===== src/rtl/nsp_pkg.sv =====
`default_nettype none

package nsp_pkg;

    localparam int RX_W      = 8;
    localparam int ADDR_W    = 6;
    localparam int ID_W      = 4;
    localparam int XOR_W     = 16;
    localparam int MASK_W    = 16;
    localparam int ENTRY_W   = 56;
    localparam int TSIZE_W   = 3;
    localparam int CFG_IDX_W = 3;
    localparam int OUT_W     = 24;
    localparam int ENTRY_NAME_LSB = 16;

    // register indexes
    localparam logic [CFG_IDX_W-1:0] CFG_TABLE_SIZE = 3'd0;
    localparam logic [CFG_IDX_W-1:0] CFG_ENTRY_BASE = 3'd1;

    localparam logic [RX_W-1:0] CH_DOLLAR = 8'h24;
    localparam logic [RX_W-1:0] CH_COMMA  = 8'h2C;
    localparam logic [RX_W-1:0] CH_STAR   = 8'h2A;
    localparam logic [RX_W-1:0] CH_CR     = 8'h0D;
    localparam logic [RX_W-1:0] CH_LF     = 8'h0A;
    localparam logic [RX_W-1:0] CH_SPACE  = 8'h20;
    localparam logic [RX_W-1:0] CH_TILDE  = 8'h7E;

    localparam logic [XOR_W-1:0] HEX_BAD = 16'h0F00;

    typedef struct packed {
        logic [ID_W-1:0]   id;
        logic [MASK_W-1:0] mask;
    } nsp_match_t;

    // result word, bit 0 first: buf_write, buf_addr, buf_data, sentence_done, sentence_id
    typedef struct packed {
        logic [3:0]        pad;
        logic [ID_W-1:0]   sentence_id;
        logic              sentence_done;
        logic [RX_W-1:0]   buf_data;
        logic [ADDR_W-1:0] buf_addr;
        logic              buf_write;
    } nsp_result_t;

endpackage

`default_nettype wire


===== src/rtl/nsp_table.sv =====
`default_nettype none

module nsp_table
    import nsp_pkg::*;
#(
    parameter int TABLE_ENTRIES = 7,
    parameter int NAME_CHARS    = 5,
    localparam int NAME_W = 8 * NAME_CHARS
) (
    input  wire logic                 aclk,
    input  wire logic                 aresetn,
    input  wire logic                 cfg_we,
    input  wire logic [CFG_IDX_W-1:0] cfg_index,
    input  wire logic [ENTRY_W-1:0]   cfg_data,
    input  wire logic [NAME_W-1:0]    name_chars,
    input  wire logic                 name_too_long,
    output nsp_match_t                match
);

    logic [TSIZE_W-1:0] table_size_reg;
    logic [NAME_W-1:0]  name_reg [TABLE_ENTRIES];
    logic [MASK_W-1:0]  mask_reg [TABLE_ENTRIES];

    logic [63:0]        cfg_ext;
    logic [7:0]         ch;
    logic               zero_seen;
    logic [NAME_W-1:0]  norm_name;
    logic [TSIZE_W-1:0] tsize_eff;

    // entry name ends at its first zero character
    always_comb begin
        cfg_ext   = 64'(cfg_data);
        zero_seen = 1'b0;
        norm_name = '0;
        ch        = '0;
        for (int k = 0; k < NAME_CHARS; k++) begin
            ch = cfg_ext[ENTRY_NAME_LSB + NAME_W - 8*(k+1) +: 8];
            if (ch == 8'h00) begin
                zero_seen = 1'b1;
            end
            if (!zero_seen) begin
                norm_name[NAME_W - 8*(k+1) +: 8] = ch;
            end
        end
    end

    always_ff @(posedge aclk) begin
        if (!aresetn) begin
            table_size_reg <= '0;
            for (int k = 0; k < TABLE_ENTRIES; k++) begin
                name_reg[k] <= '0;
                mask_reg[k] <= '0;
            end
        end else if (cfg_we) begin
            if (cfg_index == CFG_TABLE_SIZE) begin
                table_size_reg <= cfg_data[TSIZE_W-1:0];
            end
            for (int k = 0; k < TABLE_ENTRIES; k++) begin
                if (cfg_index == CFG_ENTRY_BASE + CFG_IDX_W'(k)) begin
                    name_reg[k] <= norm_name;
                    mask_reg[k] <= cfg_data[MASK_W-1:0];
                end
            end
        end
    end

    // parallel compare, lowest entry wins
    always_comb begin
        tsize_eff = (table_size_reg > TSIZE_W'(TABLE_ENTRIES)) ?
                    TSIZE_W'(TABLE_ENTRIES) : table_size_reg;
        match.id   = ID_W'(tsize_eff) + ID_W'(1);
        match.mask = '0;
        for (int k = TABLE_ENTRIES - 1; k >= 0; k--) begin
            if ((ID_W'(k) < ID_W'(tsize_eff)) && !name_too_long &&
                (name_reg[k] == name_chars)) begin
                match.id   = ID_W'(k + 1);
                match.mask = mask_reg[k];
            end
        end
    end

endmodule

`default_nettype wire


===== src/rtl/nsp_parser.sv =====
`default_nettype none

module nsp_parser
    import nsp_pkg::*;
#(
    parameter int BUF_SIZE   = 64,
    parameter int FIELD_BITS = 16,
    parameter int NAME_CHARS = 5,
    localparam int NAME_W = 8 * NAME_CHARS
) (
    input  wire logic              aclk,
    input  wire logic              aresetn,
    input  wire logic              step,
    input  wire logic [RX_W-1:0]   rx_byte,
    input  wire nsp_match_t        match,
    output logic [NAME_W-1:0]      name_chars,
    output logic                   name_too_long,
    output nsp_result_t            result
);

    localparam int WP_W  = $clog2(BUF_SIZE + 1);
    localparam int CNT_W = $clog2(NAME_CHARS + 1);

    typedef enum logic [1:0] {
        PH_BODY,
        PH_HI,
        PH_LO,
        PH_OVER
    } phase_t;

    logic [FIELD_BITS-1:0] onehot_reg, onehot_next;
    logic [FIELD_BITS-1:0] select_reg, select_next;
    logic [WP_W-1:0]       wp_reg, wp_next;
    phase_t                phase_reg, phase_next;
    logic [XOR_W-1:0]      xor_reg, xor_next;
    logic                  bad_reg, bad_next;
    logic [ID_W-1:0]       matched_reg, matched_next;
    logic [NAME_W-1:0]     name_reg, name_next;
    logic [CNT_W-1:0]      cnt_reg, cnt_next;
    logic                  long_reg, long_next;
    nsp_result_t           result_reg, result_next;

    logic                  active;
    logic                  wp_room;
    logic                  first_field;
    logic [FIELD_BITS-1:0] sel_match;
    logic [XOR_W-1:0]      hex;

    function automatic logic [XOR_W-1:0] hex_value(input logic [RX_W-1:0] c);
        logic [XOR_W-1:0] v;
        v = HEX_BAD;
        if (c >= 8'h30 && c <= 8'h39) begin
            v = XOR_W'(c - 8'h30);
        end else if (c >= 8'h41 && c <= 8'h46) begin
            v = XOR_W'(c - 8'h37);
        end else if (c >= 8'h61 && c <= 8'h66) begin
            v = XOR_W'(c - 8'h57);
        end
        return v;
    endfunction

    always_comb begin
        onehot_next  = onehot_reg;
        select_next  = select_reg;
        wp_next      = wp_reg;
        phase_next   = phase_reg;
        xor_next     = xor_reg;
        bad_next     = bad_reg;
        matched_next = matched_reg;
        name_next    = name_reg;
        cnt_next     = cnt_reg;
        long_next    = long_reg;
        result_next  = '0;

        active      = |(onehot_reg & select_reg);
        wp_room     = wp_reg < WP_W'(BUF_SIZE);
        first_field = onehot_reg == FIELD_BITS'(1);
        sel_match   = FIELD_BITS'(match.mask);
        hex         = hex_value(rx_byte);

        case (rx_byte)
            CH_DOLLAR: begin
                onehot_next  = FIELD_BITS'(1);
                select_next  = FIELD_BITS'(1);
                wp_next      = '0;
                phase_next   = PH_BODY;
                xor_next     = '0;
                bad_next     = 1'b0;
                matched_next = '0;
                name_next    = '0;
                cnt_next     = '0;
                long_next    = 1'b0;
            end
            CH_COMMA: begin
                xor_next = xor_reg ^ XOR_W'(rx_byte);
                if (phase_reg != PH_BODY) begin
                    bad_next = 1'b1;
                end
                if (active) begin
                    if (wp_room) begin
                        result_next.buf_write = 1'b1;
                        result_next.buf_addr  = ADDR_W'(wp_reg);
                        wp_next = wp_reg + WP_W'(1);
                    end
                    if (first_field) begin
                        matched_next = match.id;
                        select_next  = sel_match;
                        if (!sel_match[0]) begin
                            wp_next = '0;
                        end
                    end
                end
                onehot_next = onehot_reg << 1;
            end
            CH_STAR: begin
                if (phase_reg != PH_BODY) begin
                    bad_next = 1'b1;
                end else begin
                    phase_next = PH_HI;
                end
            end
            CH_CR, CH_LF: begin
                if (active && wp_room) begin
                    result_next.buf_write = 1'b1;
                    result_next.buf_addr  = ADDR_W'(wp_reg);
                end
                if ((onehot_reg > (select_reg >> 1)) && (matched_reg != '0) &&
                    (xor_reg == '0) && !bad_reg) begin
                    result_next.sentence_done = 1'b1;
                    result_next.sentence_id   = matched_reg;
                end
                onehot_next = '0;
            end
            default: begin
                if (rx_byte >= CH_SPACE && rx_byte <= CH_TILDE) begin
                    case (phase_reg)
                        PH_BODY: begin
                            xor_next = xor_reg ^ XOR_W'(rx_byte);
                            if (active) begin
                                if (wp_room) begin
                                    result_next.buf_write = 1'b1;
                                    result_next.buf_addr  = ADDR_W'(wp_reg);
                                    result_next.buf_data  = rx_byte;
                                    wp_next = wp_reg + WP_W'(1);
                                end
                                if (first_field) begin
                                    if (cnt_reg < CNT_W'(NAME_CHARS)) begin
                                        for (int k = 0; k < NAME_CHARS; k++) begin
                                            if (cnt_reg == CNT_W'(k)) begin
                                                name_next[NAME_W - 8*(k+1) +: 8] = rx_byte;
                                            end
                                        end
                                        cnt_next = cnt_reg + CNT_W'(1);
                                    end else begin
                                        long_next = 1'b1;
                                    end
                                end
                                if (wp_next >= WP_W'(BUF_SIZE)) begin
                                    select_next = '0;
                                end
                            end
                        end
                        PH_HI: begin
                            xor_next   = xor_reg ^ {hex[XOR_W-5:0], 4'b0000};
                            phase_next = PH_LO;
                        end
                        PH_LO: begin
                            xor_next   = xor_reg ^ hex;
                            phase_next = PH_OVER;
                        end
                        default: begin
                            bad_next = 1'b1;
                        end
                    endcase
                end else begin
                    bad_next = 1'b1;
                end
            end
        endcase
    end

    always_ff @(posedge aclk) begin
        if (!aresetn) begin
            onehot_reg  <= '0;
            select_reg  <= '0;
            wp_reg      <= '0;
            phase_reg   <= PH_BODY;
            xor_reg     <= '0;
            bad_reg     <= 1'b0;
            matched_reg <= '0;
            name_reg    <= '0;
            cnt_reg     <= '0;
            long_reg    <= 1'b0;
        end else if (step) begin
            onehot_reg  <= onehot_next;
            select_reg  <= select_next;
            wp_reg      <= wp_next;
            phase_reg   <= phase_next;
            xor_reg     <= xor_next;
            bad_reg     <= bad_next;
            matched_reg <= matched_next;
            name_reg    <= name_next;
            cnt_reg     <= cnt_next;
            long_reg    <= long_next;
        end
    end

    always_ff @(posedge aclk) begin
        if (step) begin
            result_reg <= result_next;
        end
    end

    assign name_chars    = name_reg;
    assign name_too_long = long_reg;
    assign result        = result_reg;

endmodule

`default_nettype wire


===== src/rtl/nmea_sentence_parser_core.sv =====
`default_nettype none

// NMEA 0183 sentence parser. Takes one received byte per word on the s_ side and
// returns one result word per byte on the m_ side: a field buffer write (address,
// character or 0 terminator) and, on CR or LF, the sentence report (table entry
// number, or table size + 1 for an unknown name). A byte goes through an input
// register, one pass of parse logic with a parallel compare of the sentence name
// against all table entries, and the result register, so the block takes one byte
// every cycle unless m_tready holds back the result. Write the table only while
// the stream is idle.
module nmea_sentence_parser_core
    import nsp_pkg::*;
#(
    parameter int BUF_SIZE      = 64,
    parameter int FIELD_BITS    = 16,
    parameter int TABLE_ENTRIES = 7,
    parameter int NAME_CHARS    = 5
) (
    input  wire logic                 aclk,
    input  wire logic                 aresetn,
    input  wire logic                 s_tvalid,
    output logic                      s_tready,
    input  wire logic [RX_W-1:0]      s_tdata,   // rx_byte
    output logic                      m_tvalid,
    input  wire logic                 m_tready,
    // buf_write, buf_addr, buf_data, sentence_done, sentence_id, zero fill
    output logic [OUT_W-1:0]          m_tdata,
    input  wire logic                 cfg_valid,
    output logic                      cfg_ready,
    input  wire logic [CFG_IDX_W-1:0] cfg_index,
    input  wire logic [ENTRY_W-1:0]   cfg_data
);

    localparam int NAME_W = 8 * NAME_CHARS;

    logic              in_valid_reg;
    logic [RX_W-1:0]   in_byte_reg;
    logic              m_valid_reg;
    logic              advance;
    logic              step;
    logic [NAME_W-1:0] name_chars;
    logic              name_too_long;
    nsp_match_t        match;
    nsp_result_t       result;

    assign advance   = !m_valid_reg || m_tready;
    assign step      = in_valid_reg && advance;
    assign s_tready  = !in_valid_reg || advance;
    assign cfg_ready = 1'b1;

    always_ff @(posedge aclk) begin
        if (!aresetn) begin
            in_valid_reg <= 1'b0;
            m_valid_reg  <= 1'b0;
        end else begin
            if (s_tready) begin
                in_valid_reg <= s_tvalid;
            end
            if (advance) begin
                m_valid_reg <= in_valid_reg;
            end
        end
    end

    always_ff @(posedge aclk) begin
        if (s_tvalid && s_tready) begin
            in_byte_reg <= s_tdata;
        end
    end

    nsp_table #(
        .TABLE_ENTRIES (TABLE_ENTRIES),
        .NAME_CHARS    (NAME_CHARS)
    ) u_table (
        .aclk          (aclk),
        .aresetn       (aresetn),
        .cfg_we        (cfg_valid && cfg_ready),
        .cfg_index     (cfg_index),
        .cfg_data      (cfg_data),
        .name_chars    (name_chars),
        .name_too_long (name_too_long),
        .match         (match)
    );

    nsp_parser #(
        .BUF_SIZE   (BUF_SIZE),
        .FIELD_BITS (FIELD_BITS),
        .NAME_CHARS (NAME_CHARS)
    ) u_parser (
        .aclk          (aclk),
        .aresetn       (aresetn),
        .step          (step),
        .rx_byte       (in_byte_reg),
        .match         (match),
        .name_chars    (name_chars),
        .name_too_long (name_too_long),
        .result        (result)
    );

    assign m_tvalid = m_valid_reg;
    assign m_tdata  = result;

endmodule

`default_nettype wire


===== config.mk =====
export PLATFORM = sky130hd
export DESIGN_NAME = nmea_sentence_parser_core
export DESIGN_NICKNAME = d
export VERILOG_FILES = /design/src/rtl/nsp_pkg.sv /design/src/rtl/nsp_table.sv /design/src/rtl/nsp_parser.sv /design/src/rtl/nmea_sentence_parser_core.sv
export SDC_FILE = /design/constraint.sdc
export NUM_CORES = 1
export LEC_CHECK = 0
export BUFFER_PORTS_ARGS = -buffer_cell sky130_fd_sc_hd__buf_2
export CAP_MARGIN = 40
export CORE_ASPECT_RATIO = 0.9
export CORE_MARGIN = 2
export CORE_UTILIZATION = 50
export DETAILED_ROUTE_END_ITERATION = 6
export PLACE_DENSITY = 0.67
export RECOVER_POWER = 50
export SYNTH_ARGS = -nofsm -noshare
export SYNTH_HDL_FRONTEND = slang
export SYNTH_SLANG_ARGS = --single-unit

===== constraint.sdc =====
create_clock -name aclk -period 4 [get_ports aclk]
set_clock_uncertainty 0.15 [all_clocks]
set_input_delay 0.4 -clock aclk [delete_from_list [all_inputs] [get_ports aclk]]
set_output_delay 0.4 -clock aclk [all_outputs]
set_load 0.1 [all_outputs]

# After elaboration in Yosys (flattened, before gate mapping)
# Memories as Yosys holds them, arrays and structs flattened.
# Index checks and enable logic that the tools add are counted.
# word_totals
ff_bits	139
ramBits	392
input_bits	72
out_inout_bits	27
wordCells	324
n_memories	2
# classes
n_addsub	6
magnitude_cmp	20
eq_ne	32
n_mux	130
bitwise	26
n_reduce_logical	85
# memory_table
memory	depth	width	rd	rd_clocked_by_memory_dff	wr	line_no	rtl
u_table.name_reg	7	40	7	0	7	nsp_table.sv:21	logic [NAME_W-1:0] name_reg [TABLE_ENTRIES];
u_table.mask_reg	7	16	7	0	7	nsp_table.sv:22	logic [MASK_W-1:0] mask_reg [TABLE_ENTRIES];
# ops
operator	n
$mux W40	12
$eq A40 B40 Y1	7
$mux W16	17
$pmux W16 S3	4
$mux W20	7
$mux W7	18
$mux W8	10
$pmux W40 S2	1
$reduce_and A8 Y1	6
$mux W1	43
$pmux W7 S3	2
$logic_not A8 Y1	5
$xor A16 B16 Y16	2
$eq A8 B6 Y1 const B	3
$le A8 B7 Y1 const B	3
$logic_and A1 B1 Y1	24
$reduce_bool A2 Y1	12
$mux W3	6
$sub A8 B6 Y9 const B	2
$and A16 B16 Y16	1
$eq A16 B1 Y1 const B	1
$eq A8 B4 Y1 const B	2
$ge A8 B6 Y1 const B	2
$ge A8 B7 Y1 const B	2
51 further kinds	107

# Logic depth before layout (Yosys ltp)
# logic_depth
word_depth	16
mapped_depth	13
depth_no_buf	10

# Modules after synthesis
# Synthesis repeated with hierarchy kept, for this count alone.
# unflattened
cells_unflattened	2354
hier_area_um2	26026.2
# by_module_without_submodules
mod	instances	cells_per_inst	area_each_um2	seq_area_each_um2
nsp_table	1	1547	18672.9	11831.3
nsp_parser	1	788	6998.0	2722.6
nmea_sentence_parser_core	1	19	355.3	280.3

# Worst setup path before layout
# Ideal clock, no wire load.
# synth_timing
path_type	flip-flop to flip-flop
startpoint	register m_valid_reg, in the netlist m_tvalid
endpoint	register u_parser.name_reg[22], in the netlist u_parser.name_chars[22]
setup_ns	0.128
t_arrival_ns	3.061
slack_ns	0.661
path_stages_with_launch	12
path_buffers	4
cell_sequence	dfxtp_1 > nor2b_1 > nor2b_1 > clkbuf_1 > and3_1 > clkbuf_1 > o21a_1 > buf_2 > a32o_1 > buf_4 > mux2i_1 > nor2_1
# synth_between
elab_chain_cells	4
# synth_lines
element	line_no	rtl
start, declared	nmea_sentence_parser_core.sv:38	logic m_valid_reg;
start signal, assigned	nmea_sentence_parser_core.sv:60	m_valid_reg <= in_valid_reg;
$logic_not A1 Y1	nmea_sentence_parser_core.sv:46	assign advance = !m_valid_reg || m_tready;
$logic_or A1 B1 Y1	nmea_sentence_parser_core.sv:46	
$logic_and A1 B1 Y1	nmea_sentence_parser_core.sv:47	assign step = in_valid_reg && advance;
via step	nmea_sentence_parser_core.sv:40	logic step;
$reduce_and A8 Y1 (no source line)	n/a	
end signal, assigned	nsp_parser.sv:202	name_reg <= name_next;
end, declared	nsp_parser.sv:38	logic [NAME_W-1:0] name_reg, name_next;
# The timed path passes the listed nets, and every way through them passes these cells.
# A chain may end at the register's enable or synchronous reset.

# Final worst setup path
# layout_timing
startpoint	register u_parser.name_reg[19], in the netlist u_parser.name_chars[19]
endpoint	register u_parser.wp_reg[1]
# layout_between
elab_chain_cells	13
# layout_lines
element	line_no	rtl
$eq A40 B40 Y1	nsp_table.sv:75	(name_reg[k] == name_chars)) begin
$logic_and A1 B1 Y1	nsp_table.sv:74	if ((ID_W'(k) < ID_W'(tsize_eff)) && !name_too_long &&
$mux W20 (6 in series)	nsp_table.sv:74	
$mux W20 *	nsp_table.sv:74	
$mux W7 *	nsp_parser.sv:108	if (!sel_match[0]) begin
$mux W7 *	nsp_parser.sv:105	if (first_field) begin
$mux W7 *	nsp_parser.sv:99	if (active) begin
$pmux W7 S3 *	nsp_parser.sv:81	case (rx_byte)
end signal, assigned	nsp_parser.sv:197	wp_reg <= wp_next;
end, declared	nsp_parser.sv:33	logic [WP_W-1:0] wp_reg, wp_next;
# Every way passes the cells marked *; elsewhere a longest branch is shown, timed or not. The select of a mux whose other input is x is not followed.

==> results_dict.tcl <==
set metrics [dict create \
    status "finished with violations" \
    failed_checks "max-capacitance violations, max-slew violations" \
    final_nets 2625 \
    rsz0062_at_grt "no" \
    synth_edf_count 420 \
    synth.distinct_cells 88 \
    ant_nets 0 \
    largest_reg_flops 280 \
    drt-initial-drc-count 2941 \
    clk_pin_slew_worst_paths_ns 0.06 \
    grt_pass1_wl_mm 125 \
    die_x_um 244 \
    wl_per_cell_um 26.4 \
    period_share_pct 95.1 \
    routed-wl-met3_mm 10.1 \
    regArea_mm2 0.0148 \
    fin_ws_ns 0.198 \
    synth_area_mm2 0.0258 \
    cts_buffer_depth 3 \
    drive_above_1_share_pct 11.1 \
    dp.cells 3135 \
    netlist_instances 2421 \
    clkLatencyLatePin_ns 0.63 \
    critPathKind "reg -> reg" \
    routabilityCongestion 0.968 \
    setup-violations-final 0 \
    core_mm2 0.0514 \
    dpl.hpwl_mm 59.0 \
    gr-total-overflow 0 \
    cts-htree-levels 2 \
    fin_cells 3250 \
    wl_met1_mm 34.0 \
    port_buffers 93 \
    yosysWarnings 0 \
    std_cell_rows 79 \
    hold_path_class "in -> reg" \
    fin_tns_setup_ns 0 \
    vias 19800 \
    syn_avg_cell_area_um2 10.7 \
    yosysSeqAreaShare_pct 57.4 \
    crit_path_start_kind "register" \
    worstPathRequired_ns 4.34 \
    io_pins 99 \
    ys_ff_latch 531 \
    die_area_mm2 0.0535 \
    cts_tree "built" \
    period_minus_slack_ns 3.80 \
    first_pass_iters 6 \
    async_flop_share_pct 0 \
    hold_viol 0 \
    antenna_found_initial 1 \
    synthToLayoutAreaGrowth_pct 12.2 \
    multi_input_area_mm2 0.00990 \
    drc 0 \
    viasPerCell 6.10 \
    fmax_mhz 263 \
    p_leak_nw 10.8 \
    totalWireLength_mm 85.8 \
    p_per_area_mw_per_mm2 434 \
    start_util_pct 50.3 \
    drv_cap 14 \
    yosys_most_used_dff "edfxtp_1" \
    fill_cells 4367 \
    cts.sinks 531 \
    cp-end-kind "register" \
    clockRootBuffer "clkbuf_16" \
    die_height_um 220 \
    grt_max_degree 57 \
    worstPathMaxFanout 8 \
    worstMarginPinSlew_ns 3.62 \
    post_cts_buffers 0 \
    grt_use_total_pct 31.9 \
    slew_violations 534 \
    antenna_cells 0 \
    holdWs_ns 0.0446 \
    highest_layer "met4" \
    peakVddDrop_uv 305 \
    maxSlewHeadroom_pct -142 \
    routed-wl-met2_mm 38.6 \
    crit_arrival_ns 4.14 \
    pre_cts_slack_ns 0.234 \
    first_global_vias 18600 \
    cts_made_buffers 55 \
]
what timing repair did:
item / in CTS / in global routing
resized for setup: 0 / 2
endpoints found under the setup margin: 0 / 2
endpoints found under the hold margin: 13 / 0
hold buffers: 13 / 0
synthesized netlist by cell type (45+ instances only):
library cell / number / area share (%)
inv_1: 100 / 1.5
edfxtp_1: 420 / 49
nor2_1: 471 / 6.8
clkbuf_1: 78 / 1.1
nand3_1: 45 / 0.87
nand4_1: 57 / 1.4
xor2_1: 122 / 4.1
nand2_1: 223 / 3.2
a21oi_1: 73 / 1.4
nor4_1: 56 / 1.4
xnor2_1: 159 / 5.4
dfxtp_1: 111 / 8.6
through the flow:
step / instance area [um2] / util, % / power [mW]
after floorplan: 25900 / - / 7.02
after global placement: 27100 / 52.7 / 7.41
after detailed placement: 27100 / 52.8 / 7.43
after CTS: 29100 / 56.6 / 12.6
after global routing: 29000 / 56.4 / 12.9
final: 29000 / 56.4 / 12.6
power by group:
| part | internal [mW] | total [mW] | switching, mW |
|---|---|---|---|
| Combinational | 0.240 | 0.944 | 0.704 |
| Sequential | 6.27 | 6.42 | 0.142 |
| Clock | 3.00 | 5.23 | 2.23 |
routing by layer:
layer	track usage [%]	vias up
met5	0	-
met4	11.2	0
met3	6.39	176
met2	50.0	1214
met1	44.2	9798
li1	-	8642
worst max-delay path: stages (launching register included):
cell     delay (ns)
dfxtp_1        0.67
xor2_1         0.13
nor4_1         0.79
nand4_1        0.18
nor4b_1        0.54
mux2i_1        0.25
o31ai_2        0.55
nor4_1         0.13
o31a_1         0.30
cell type report:
| class | count | share of cell area [%] |
|---|---|---|
| timing repair buffer | 186 | 4.12 |
| inverter | 101 | 1.31 |
| multi-input combinational | 1642 | 34.1 |
| clock inverter | 23 | 0.855 |
| sequential | 531 | 51.2 |
| tap | 688 | 2.97 |
| clock buffer | 79 | 5.44 |
cells by family after synthesis:
logic type	count (synthesis)	share of synthesized area, %
compound gates	280	7.51
xor+xnor	281	9.52
fa+ha+maj	36	1.74
buf+inv	252	4.47
flops	531	57.4
mux	44	1.73
other cells	2	0.0291
simple gates	995	17.6
final timing paths:
check	to	slack [ns]	depth (start not counted)	start
worst min-delay path	u_table.mask_reg[6][5]	0.04	3	cfg_data[5]
worst max-delay path	u_parser.wp_reg[1]	0.20	8	u_parser.name_chars[19]
worst max register to register	u_parser.wp_reg[1]	0.20	8	u_parser.name_chars[19]
worst min register to register	u_parser.select_reg[0]	0.33	2	u_parser.select_reg[0]
cell usage in the layout (no fill, tap or decap), types with 22 or more instances in the layout:
master / n
nor2_1: 471
edfxtp_1: 420
nand2_1: 220
xnor2_1: 159
xor2_1: 122
dfxtp_1: 111
inv_1: 100
buf_2: 89
a21oi_1: 74
nand4_1: 57
nor4_1: 56
clkbuf_16: 55
buf_4: 55
nand3_1: 43
o21ai_0: 43
mux2i_1: 39
ha_1: 36
clkbuf_1: 29
nor3_1: 22
o211ai_1: 22
(Power assumes the default switching activity.)
